--- src/sv/lds_pkg.sv ---
// Shared types and constants for the LOOK disk request scheduler.
// No dependencies; imported by every module of the block.
`default_nettype none
package lds_pkg;

	localparam int QUEUE_DEPTH_DEF = 16;
	localparam int FIELD_W         = 16;

	localparam logic CMD_ADD    = 1'b0;
	localparam logic CMD_SELECT = 1'b1;

	localparam logic DIR_UP   = 1'b0;
	localparam logic DIR_DOWN = 1'b1;

	typedef enum logic [1:0] {
		ST_ADDED    = 2'd0,
		ST_FULL     = 2'd1,
		ST_SELECTED = 2'd2,
		ST_EMPTY    = 2'd3
	} status_t;

	typedef struct packed {
		logic [FIELD_W-1:0] track;
		logic [FIELD_W-1:0] id;
	} entry_t;

	typedef struct packed {
		logic clr;
		logic vld;
	} cmp_ctl_t;

endpackage
`default_nettype wire

--- src/sv/lds_nearest.sv ---
// Nearest-request tracker for one select scan: keeps the best entry on the
// sweep side and on the opposite side. Depends on lds_pkg.
`default_nettype none
module lds_nearest #(
	parameter int AW = 4
) (
	input  wire logic                    clk,
	input  wire logic                    arst_n,
	input  wire lds_pkg::cmp_ctl_t       ctl,
	input  wire logic [AW-1:0]           idx,
	input  wire lds_pkg::entry_t         ent,
	input  wire logic [lds_pkg::FIELD_W-1:0] head,
	input  wire logic                    dir,
	output logic [AW-1:0]                pick_idx,
	output lds_pkg::entry_t              pick_ent
);
	import lds_pkg::*;

	logic               pf_found_q, op_found_q;
	logic [FIELD_W-1:0] pf_dist_q, op_dist_q;
	logic [AW-1:0]      pf_idx_q, op_idx_q;
	entry_t             pf_ent_q, op_ent_q;

	logic               ge, le, pf_ok, op_ok, pf_take, op_take;
	logic [FIELD_W-1:0] up_d, dn_d, pf_d, op_d;

	always_comb begin
		ge      = ent.track >= head;
		le      = ent.track <= head;
		up_d    = ent.track - head;
		dn_d    = head - ent.track;
		pf_ok   = (dir == DIR_DOWN) ? le : ge;
		op_ok   = (dir == DIR_DOWN) ? ge : le;
		pf_d    = (dir == DIR_DOWN) ? dn_d : up_d;
		op_d    = (dir == DIR_DOWN) ? up_d : dn_d;
		pf_take = ctl.vld && pf_ok && (!pf_found_q || pf_d < pf_dist_q);
		op_take = ctl.vld && op_ok && (!op_found_q || op_d < op_dist_q);
	end

	always_ff @(posedge clk or negedge arst_n) begin
		if (!arst_n) begin
			pf_found_q <= 1'b0;
			op_found_q <= 1'b0;
		end else if (ctl.clr) begin
			pf_found_q <= 1'b0;
			op_found_q <= 1'b0;
		end else begin
			if (pf_take) pf_found_q <= 1'b1;
			if (op_take) op_found_q <= 1'b1;
		end
	end

	always_ff @(posedge clk) begin
		if (pf_take) begin
			pf_dist_q <= pf_d;
			pf_idx_q  <= idx;
			pf_ent_q  <= ent;
		end
		if (op_take) begin
			op_dist_q <= op_d;
			op_idx_q  <= idx;
			op_ent_q  <= ent;
		end
	end

	assign pick_idx = pf_found_q ? pf_idx_q : op_idx_q;
	assign pick_ent = pf_found_q ? pf_ent_q : op_ent_q;

endmodule
`default_nettype wire

--- src/sv/look_disk_request_scheduler.sv ---
// LOOK disk request scheduler. An add loads its result into the output
// register as it is accepted. A select with N pending requests does one
// memory read per entry for the nearest search, then one read and write per
// entry behind the chosen one to close the gap, both paced by the single read
// port of the request memory. One item is in work at a time; the output
// register holds a result until taken. Depends on lds_pkg and lds_nearest.
`default_nettype none
module look_disk_request_scheduler #(
	parameter int QUEUE_DEPTH = lds_pkg::QUEUE_DEPTH_DEF
) (
	input  wire logic        clk,
	input  wire logic        arst_n,
	input  wire logic        s_tvalid,
	output logic             s_tready,
	// request_id[15:0], request_track[31:16], head_position[47:32],
	// sweep_direction[48], zero[55:49]
	input  wire logic [55:0] s_tdata,
	// command[0]
	input  wire logic [0:0]  s_tuser,
	output logic             m_tvalid,
	input  wire logic        m_tready,
	// chosen_id[15:0], chosen_track[31:16]
	output logic [31:0]      m_tdata,
	// status[1:0]
	output logic [1:0]       m_tuser
);
	import lds_pkg::*;

	localparam int AW = $clog2(QUEUE_DEPTH);
	localparam int CW = $clog2(QUEUE_DEPTH + 1);

	typedef enum logic [1:0] {S_IDLE, S_SCAN, S_SHIFT, S_DONE} state_t;

	state_t             state_q;
	logic [CW-1:0]      cnt_q, rd_ptr_q;
	logic               vld_s1;
	logic [AW-1:0]      idx_s1;
	entry_t             rdata_s1;
	logic [FIELD_W-1:0] head_q;
	logic               dir_q;
	logic               out_vld_q;
	entry_t             out_ent_q;
	status_t            out_st_q;

	entry_t             mem [QUEUE_DEPTH];

	logic               in_acc, in_cmd, out_free, rd_fire, phase_end, full, out_set;
	entry_t             in_ent, wdata;
	logic [AW-1:0]      raddr, waddr, pick_idx;
	logic               we;
	entry_t             pick_ent;
	cmp_ctl_t           cmp_ctl;

	always_comb begin
		out_free     = !out_vld_q || m_tready;
		s_tready     = (state_q == S_IDLE) && out_free;
		in_acc       = s_tvalid && s_tready;
		in_cmd       = s_tuser[0];
		in_ent.id    = s_tdata[15:0];
		in_ent.track = s_tdata[31:16];
		full         = cnt_q >= CW'(QUEUE_DEPTH);
		rd_fire      = ((state_q == S_SCAN) || (state_q == S_SHIFT)) && (rd_ptr_q < cnt_q);
		phase_end    = ((state_q == S_SCAN) || (state_q == S_SHIFT)) && !rd_fire && !vld_s1;
		out_set      = ((state_q == S_IDLE) && in_acc && ((in_cmd == CMD_ADD) || (cnt_q == '0)))
			|| ((state_q == S_DONE) && out_free);
		raddr        = rd_ptr_q[AW-1:0];
		if (state_q == S_SHIFT) begin
			we    = vld_s1;
			waddr = idx_s1 - AW'(1);
			wdata = rdata_s1;
		end else begin
			we    = in_acc && (in_cmd == CMD_ADD) && !full;
			waddr = cnt_q[AW-1:0];
			wdata = in_ent;
		end
		cmp_ctl.clr = in_acc;
		cmp_ctl.vld = vld_s1 && (state_q == S_SCAN);
	end

	always_ff @(posedge clk) begin
		if (we) mem[waddr] <= wdata;
		rdata_s1 <= mem[raddr];
		idx_s1   <= raddr;
	end

	lds_nearest #(.AW(AW)) u_nearest (
		.clk      (clk),
		.arst_n   (arst_n),
		.ctl      (cmp_ctl),
		.idx      (idx_s1),
		.ent      (rdata_s1),
		.head     (head_q),
		.dir      (dir_q),
		.pick_idx (pick_idx),
		.pick_ent (pick_ent)
	);

	always_ff @(posedge clk or negedge arst_n) begin
		if (!arst_n) begin
			state_q   <= S_IDLE;
			cnt_q     <= '0;
			rd_ptr_q  <= '0;
			vld_s1    <= 1'b0;
			head_q    <= '0;
			dir_q     <= 1'b0;
			out_vld_q <= 1'b0;
			out_ent_q <= '0;
			out_st_q  <= ST_ADDED;
		end else begin
			vld_s1 <= rd_fire;
			if (rd_fire) rd_ptr_q <= rd_ptr_q + CW'(1);
			if (out_vld_q && m_tready && !out_set) out_vld_q <= 1'b0;
			case (state_q)
				S_IDLE: begin
					if (in_acc) begin
						if (in_cmd == CMD_ADD) begin
							out_vld_q <= 1'b1;
							out_ent_q <= '0;
							out_st_q  <= full ? ST_FULL : ST_ADDED;
							if (!full) cnt_q <= cnt_q + CW'(1);
						end else if (cnt_q == '0) begin
							out_vld_q <= 1'b1;
							out_ent_q <= '0;
							out_st_q  <= ST_EMPTY;
						end else begin
							head_q   <= s_tdata[47:32];
							dir_q    <= s_tdata[48];
							rd_ptr_q <= '0;
							state_q  <= S_SCAN;
						end
					end
				end
				S_SCAN: begin
					if (phase_end) begin
						rd_ptr_q <= CW'(pick_idx) + CW'(1);
						state_q  <= S_SHIFT;
					end
				end
				S_SHIFT: begin
					if (phase_end) begin
						cnt_q   <= cnt_q - CW'(1);
						state_q <= S_DONE;
					end
				end
				S_DONE: begin
					if (out_free) begin
						out_vld_q <= 1'b1;
						out_ent_q <= pick_ent;
						out_st_q  <= ST_SELECTED;
						state_q   <= S_IDLE;
					end
				end
				default: state_q <= S_IDLE;
			endcase
		end
	end

	assign m_tvalid = out_vld_q;
	assign m_tdata  = {out_ent_q.track, out_ent_q.id};
	assign m_tuser  = out_st_q;

endmodule
`default_nettype wire

--- config.mk ---
export PLATFORM = sky130hd
export DESIGN_NAME = look_disk_request_scheduler
export DESIGN_NICKNAME = d
export VERILOG_FILES = /design/src/sv/lds_pkg.sv /design/src/sv/lds_nearest.sv /design/src/sv/look_disk_request_scheduler.sv
export SDC_FILE = /design/constraint.sdc
export NUM_CORES = 1
export LEC_CHECK = 0
export ABC_AREA = 1
export BUFFER_PORTS_ARGS = -buffer_cell sky130_fd_sc_hd__buf_2
export CAP_MARGIN = 25
export CORE_MARGIN = 3
export CORE_UTILIZATION = 40
export CTS_CLUSTER_DIAMETER = 50
export CTS_CLUSTER_SIZE = 30
export DETAILED_ROUTE_END_ITERATION = 16
export PLACE_DENSITY_LB_ADDON = 0.25
export SYNTH_ARGS = -nofsm -noshare
export SYNTH_HDL_FRONTEND = slang
export SYNTH_SLANG_ARGS = --single-unit
--- constraint.sdc ---
create_clock -name clk -period 5.1 [get_ports clk]
set_input_delay 0 -clock clk [delete_from_list [all_inputs] [get_ports clk]]
set_output_delay 0 -clock clk [all_outputs]
set_load 0.005 [all_outputs]
# == Word-level counts from Yosys, hierarchy flattened ==
# Memories as Yosys holds them, arrays and structs flattened. A register that Yosys moved wholly into a read port is not among the register bits.
# Index checks and enable logic that the tools add are counted.
# word_totals
register_bits,175
ram_bits,512
inputBits,61
out_inout_bits,36
word_cells,139
mem_count,1
# mem_list
name,words,width,rd,rd_ports_with_merged_regs,wr,line_no,text
mem,16,32,1,1,1,look_disk_request_scheduler.sv:45,entry_t mem [QUEUE_DEPTH];
# classes
n_addsub,7
magnitude_cmp,6
n_eq_ne,12
muxes,50
n_bitwise,2
reduce_logical,40
# ops
cell,n
2-to-1 mux 32 bit,6
one-hot mux 32 bit (2 select lines),1
2-to-1 mux 5 bit,9
< comparator 16 bit,2
2-to-1 mux 16 bit,2
subtractor 16 bit,2
2-to-1 mux 2 bit,10
one-hot mux 5 bit (2 select lines),2
logical AND 1 bit,17
greater-or-equal comparator 16 bit,1
<= comparator 16 bit,1
!= test 2 bit (second input constant),8
2-to-1 mux 1 bit,15
adder 5 x 1 -> 5 bit (second input constant),2
2-to-1 mux 4 bit,2
one-hot mux 2 bit (4 select lines),1
AND reduction 4 bit,2
nonzero test 2 bit,4
zero test 1 bit,7
logical OR 1 bit,6
AND reduction 6 bit,1
adder 4 x 1 -> 5 bit (second input constant),1
greater-or-equal comparator 5 bit (second input constant),1
zero test 5 bit,1
other kinds (11),13

# == Longest topological paths before layout ==
# depth
depth_word,14
mapped_depth,22
mapped_depth_nobuf,21

# == Cells and area by module ==
# Synthesis repeated with hierarchy kept, for this count alone.
# hier_totals
cells_unflattened,2809
hier_area_um2,31169.9
# modules_own_cells
module,n_inst,cells_per_inst,area_per_inst_um2,seq_area_each_um2
look_disk_request_scheduler,1,2072,24574.8,17722.0
lds_nearest,1,737,6595.1,3173.0

# == Least setup slack after synthesis ==
# OpenSTA, ideal clock, no wires.
# synth_timing
kind,register to register
startpoint,"register, netlist name rdata_s1[20]"
endpoint,"register u_nearest.op_dist_q[0], enable pin"
setup_ns,0.479
arrival_ns,5.041
required_time_ns,4.621
path_slack_ns,-0.420
path_stages_with_launch,19
n_path_buf,1
period_less_slack_ns,5.520
path_cell_list,dfxtp_1 -> inv_1 -> ha_1 -> clkbuf_1 -> nand2_1 -> nor2_1 -> inv_1 -> o211ai_1 -> xor2_1 -> nand2_1 -> o21ai_0 -> ha_1 -> a21oi_1 -> nor2_1 -> a211oi_1 -> nand2_1 -> nand2_1 -> nand2_1 -> a21oi_1
# synth_via
elab_chain_len,5
elab_cells_between_ends,10
# synth_lines
item,line_no,text
subtractor 16 bit (on tied branches),"lds_nearest.sv:31, lds_nearest.sv:30",
2-to-1 mux 16 bit *,lds_nearest.sv:35,op_d = (dir == DIR_DOWN) ? up_d : dn_d;
via u_nearest.op_d[5],lds_nearest.sv:25,"logic [FIELD_W-1:0] up_d, dn_d, pf_d, op_d;"
< comparator 16 bit *,lds_nearest.sv:37,op_take = ctl.vld && op_ok && (!op_found_q || op_d < op_dist_q);
logical OR 1 bit *,lds_nearest.sv:37,
logical AND 1 bit *,lds_nearest.sv:37,
via u_nearest.op_take,lds_nearest.sv:24,"logic ge, le, pf_ok, op_ok, pf_take, op_take;"
end signal: assignment,lds_nearest.sv:60,op_dist_q <= op_d;
end: declaration,lds_nearest.sv:20,"logic [FIELD_W-1:0] pf_dist_q, op_dist_q;"
# Mark *: on every way through the listed nets, which the timed path passes. The rest lies on a longest branch.
# A chain may end at the register's enable or synchronous reset.

# == Worst setup path in the final report ==
# layout_timing
startpoint,"register, netlist name rdata_s1[18]"
endpoint,"register u_nearest.op_ent_q[5] (netlist bit), enable pin"
# layout_via
elab_chain_len,5
elab_cells_between_ends,10
# layout_lines
item,line_no,text
subtractor 16 bit (on tied branches),"lds_nearest.sv:31, lds_nearest.sv:30",
2-to-1 mux 16 bit *,lds_nearest.sv:35,
via u_nearest.op_d[5],lds_nearest.sv:25,
< comparator 16 bit *,lds_nearest.sv:37,
logical OR 1 bit *,lds_nearest.sv:37,
logical AND 1 bit *,lds_nearest.sv:37,
via u_nearest.op_take,lds_nearest.sv:24,
end signal: assignment,lds_nearest.sv:62,op_ent_q <= ent;
end: declaration,lds_nearest.sv:22,"entry_t pf_ent_q, op_ent_q;"
# Marked as above.

==> metrics <==
maximum VDD drop 547 uV; Setup Buffers After CTS 0; Final Hold Vio Count 0; Filler cells 6583; Lkg Pwr 12.8 nW; Hold Path Class input pin to register; startpoint types register; Clock H-tree levels 2; row cnt 100; synthesized instance count 2591; Overflow after GRT 0; unrepaired setup endpoints after global routing no; Least-Margin Pin Slew 1.56 ns; share of the synthesized area in the top cell type 60.8%; failing checks slew limit; final setup TNS 0 ns; Critical Path Sink Type register; most common flop cell mapped by yosys edfxtp_1; count of hold-fix buffers inserted at cts 37; synthesized cell area 0.0304 mm2; post-route minimum period 4.01 ns; fraction of the cycle the final worst path needs 78.7%; Initial Util 40.6%; Reg area 0.0209 mm2; Total GRT Usage 18.9%; vias per cell 5.37; status complete, but fails checks; Routed WL 75500 um; Non-Filler Instances 3722; Seq cells post-synth 719; die area 0.0793 mm2; top post-synthesis cells by area edfxtp_1, nor2_1, dfrtp_1, nand2_1, o21ai_0; CTS tree yes; first-pass iteration count of the detailed router 5; num ports 97; share of cells above drive strength 1 10.6%; clk slew on worst S/H paths 0.08 ns; largest area contributor in the netlist edfxtp_1; final setup vio count 0; post-cts sizing count 0; Total Power 22.3 mW; post-route setup slack 1.09 ns; slew margin rel. -4.09%; final slew viol count 64; worst-path fanout max 52; Max-cap violations 0; Via Count 20000; Netlist cell types 40; Die Ht 282 um; Syn Area/Cell 11.7 um2; initial antenna violation count 3; worst path arrival time 4.28 ns; pin count of the biggest net entering global routing 261; Max Root-Sink Buffers 3; placed wire-length estimate 44200 um; Worst Path Required 5.37 ns; clock latency on the worst-skew pair 0.64 ns; vias in the first global route 18900; Post-synth EDFFs 616; sequential share of the synthesized area 68.7%; P&R area growth vs syn 14.5%; Setup CP Type register to register; antenna viol nets, final 0; synth warn 0; placer congestion estimate 0.907; Power Density 641 mW/mm2; Inst Count DP 3569; DRC 0; footprint of the multi-input gates 0.00853 mm2; Async SR Flop Fraction 9.32%; first-pass GRT wire length 114000 um; Worst Clk Skew 0.0201 ns; net count of the mapped netlist 2730; fmax 0.249 GHz; pre-CTS setup slack 1.09 ns; I/O Buffers 89; clock sinks 719; Die X 282 um; initial drt markers 1793; Num CTS Buffers 58; root buffer cell clkbuf_16; Avg WL per Cell 20.3 um; Floorplan Core Area 0.0748 mm2; Total Nets Final 2841
state kept, by name, summed over array words and instances, names as in the netlist, 5 cells and up:
signal and cells:
m_tdata 32, rdata_s1 32, u_nearest.pf_ent_q 32, mem 512, u_nearest.pf_dist_q 16, rd_ptr_q 5, u_nearest.op_ent_q 32, head_q 16
u_nearest.op_dist_q 16, cnt_q 5
cells in the final DEF (no fill, tap or decap), types with 4 or more instances in the layout:
| master | instances |
|---|---|
| inv_8 | 7 |
| clkbuf_16 | 59 |
| edfxtp_1 | 616 |
| nor2_4 | 17 |
| o22ai_1 | 23 |
| o32ai_1 | 64 |
| inv_6 | 11 |
| inv_12 | 6 |
| clkinv_8 | 10 |
| o221ai_1 | 18 |
| nor2_1 | 463 |
| nor3_1 | 7 |
| dlygate4sd3_1 | 39 |
| buf_4 | 54 |
| nand2_1 | 324 |
| xor2_1 | 13 |
| mux2i_1 | 42 |
| nand3_1 | 112 |
| dfrtp_1 | 64 |
| o211ai_1 | 49 |
| a21oi_1 | 96 |
| o21ai_1 | 7 |
| clkinv_4 | 4 |
| inv_16 | 6 |
| xnor2_1 | 11 |
| ha_1 | 75 |
| buf_12 | 6 |
| o21ai_0 | 239 |
| inv_1 | 136 |
| dfxtp_1 | 36 |
| clkinv_1 | 5 |
| buf_2 | 88 |
| nand4_1 | 7 |
where the power goes:
group          internal (mW)  switching, mW
clock network           2.51           2.49
logic                   2.83           5.90
registers               7.98          0.591
total                   13.3           8.98
metrics by stage:
stage	util, %	cell area, um2	hold slack [ns]
after floorplan	-	30400	-0.296
after global placement	43.0	32200	0.192
after detailed placement	43.0	32200	0.210
after CTS	46.4	34700	0.00622
after global routing	46.5	34800	0.0423
final	46.5	34800	0.0421
area by class of cell:
type | count | area share (%)
well taps | 969 | 3.48
multi-input cells | 1589 | 24.5
clock buffers | 61 | 4.32
repair buffers | 191 | 4.12
flip-flops and latches | 719 | 60.0
diodes | 1 | 0.00719
inverters | 143 | 1.56
clock inverters | 49 | 1.98
final timing paths:
path,startpoint,end,slack (ns),depth (start not counted)
min in group asynchronous,arst_n,m_tdata[1]$_DFFE_PN0P_,0.28,3
min reg2reg,rdata_s1[5]$_DFF_P_,u_nearest.pf_ent_q[5]$_DFFE_PP_,0.45,0
max reg2reg,rdata_s1[18]$_DFF_P_,u_nearest.op_ent_q[5]$_DFFE_PP_,1.09,18
max in group asynchronous,arst_n,dir_q$_DFFE_PN0P_,4.23,4
max,rdata_s1[18]$_DFF_P_,u_nearest.op_ent_q[5]$_DFFE_PP_,1.09,18
min,s_tdata[19],mem[10][19]$_DFFE_PP_,0.04,4
logic make-up (layout without fill, tap and decap cells):
kind of cell | count (synthesis) | after routing | synth area share [%]
AND/OR/NAND/NOR | 937 | 937 | 12.3
flip-flops | 719 | 719 | 68.7
AO/OA/AOI/OAI | 508 | 508 | 9.95
buffers and inverters | 283 | 444 | 3.70
adder cells (fa/ha/maj) | 78 | 78 | 3.28
multiplexers | 42 | 42 | 1.38
XOR/XNOR | 24 | 24 | 0.691
other | 0 | 1 | 0
Yosys cell counts, types with 11 or more instances:
master      n
o221ai_1   18
buf_2      21
mux2i_1    42
inv_1     137
o21ai_0   243
dfxtp_1    36
o22ai_1    23
ha_1       75
nand3_1   112
xnor2_1    11
clkbuf_1  106
o32ai_1    64
xor2_1     13
nor2_1    480
dfrtp_1    67
nand2_1   324
a21oi_1    98
edfxtp_1  616
o211ai_1   49
metal layers:
| layer | GRT usage (%) | wire [um] |
|---|---|---|
| met1 | 26.3 | 33300 |
| met2 | 30.5 | 35400 |
| met3 | 3.17 | 4620 |
| met4 | 5.69 | 2220 |
| met5 | 0 | 0 |
critical path, cell delays in order (launching register included):
cell      delay (ns)
dfxtp_1         0.42
inv_1           0.10
ha_1            0.44
nand2_1         0.13
nor2_1          0.12
inv_1           0.06
o211ai_1        0.32
xor2_1          0.22
nand2_1         0.06
o21ai_0         0.12
ha_1            0.30
a21oi_1         0.15
nor2_1          0.06
a211oi_1        0.16
nand2_1         0.09
nand2_1         0.06
nand2_1         0.08
a21oi_4         0.12
buf_4           0.59
No activity file was read; power rests on OpenSTA's default activity.
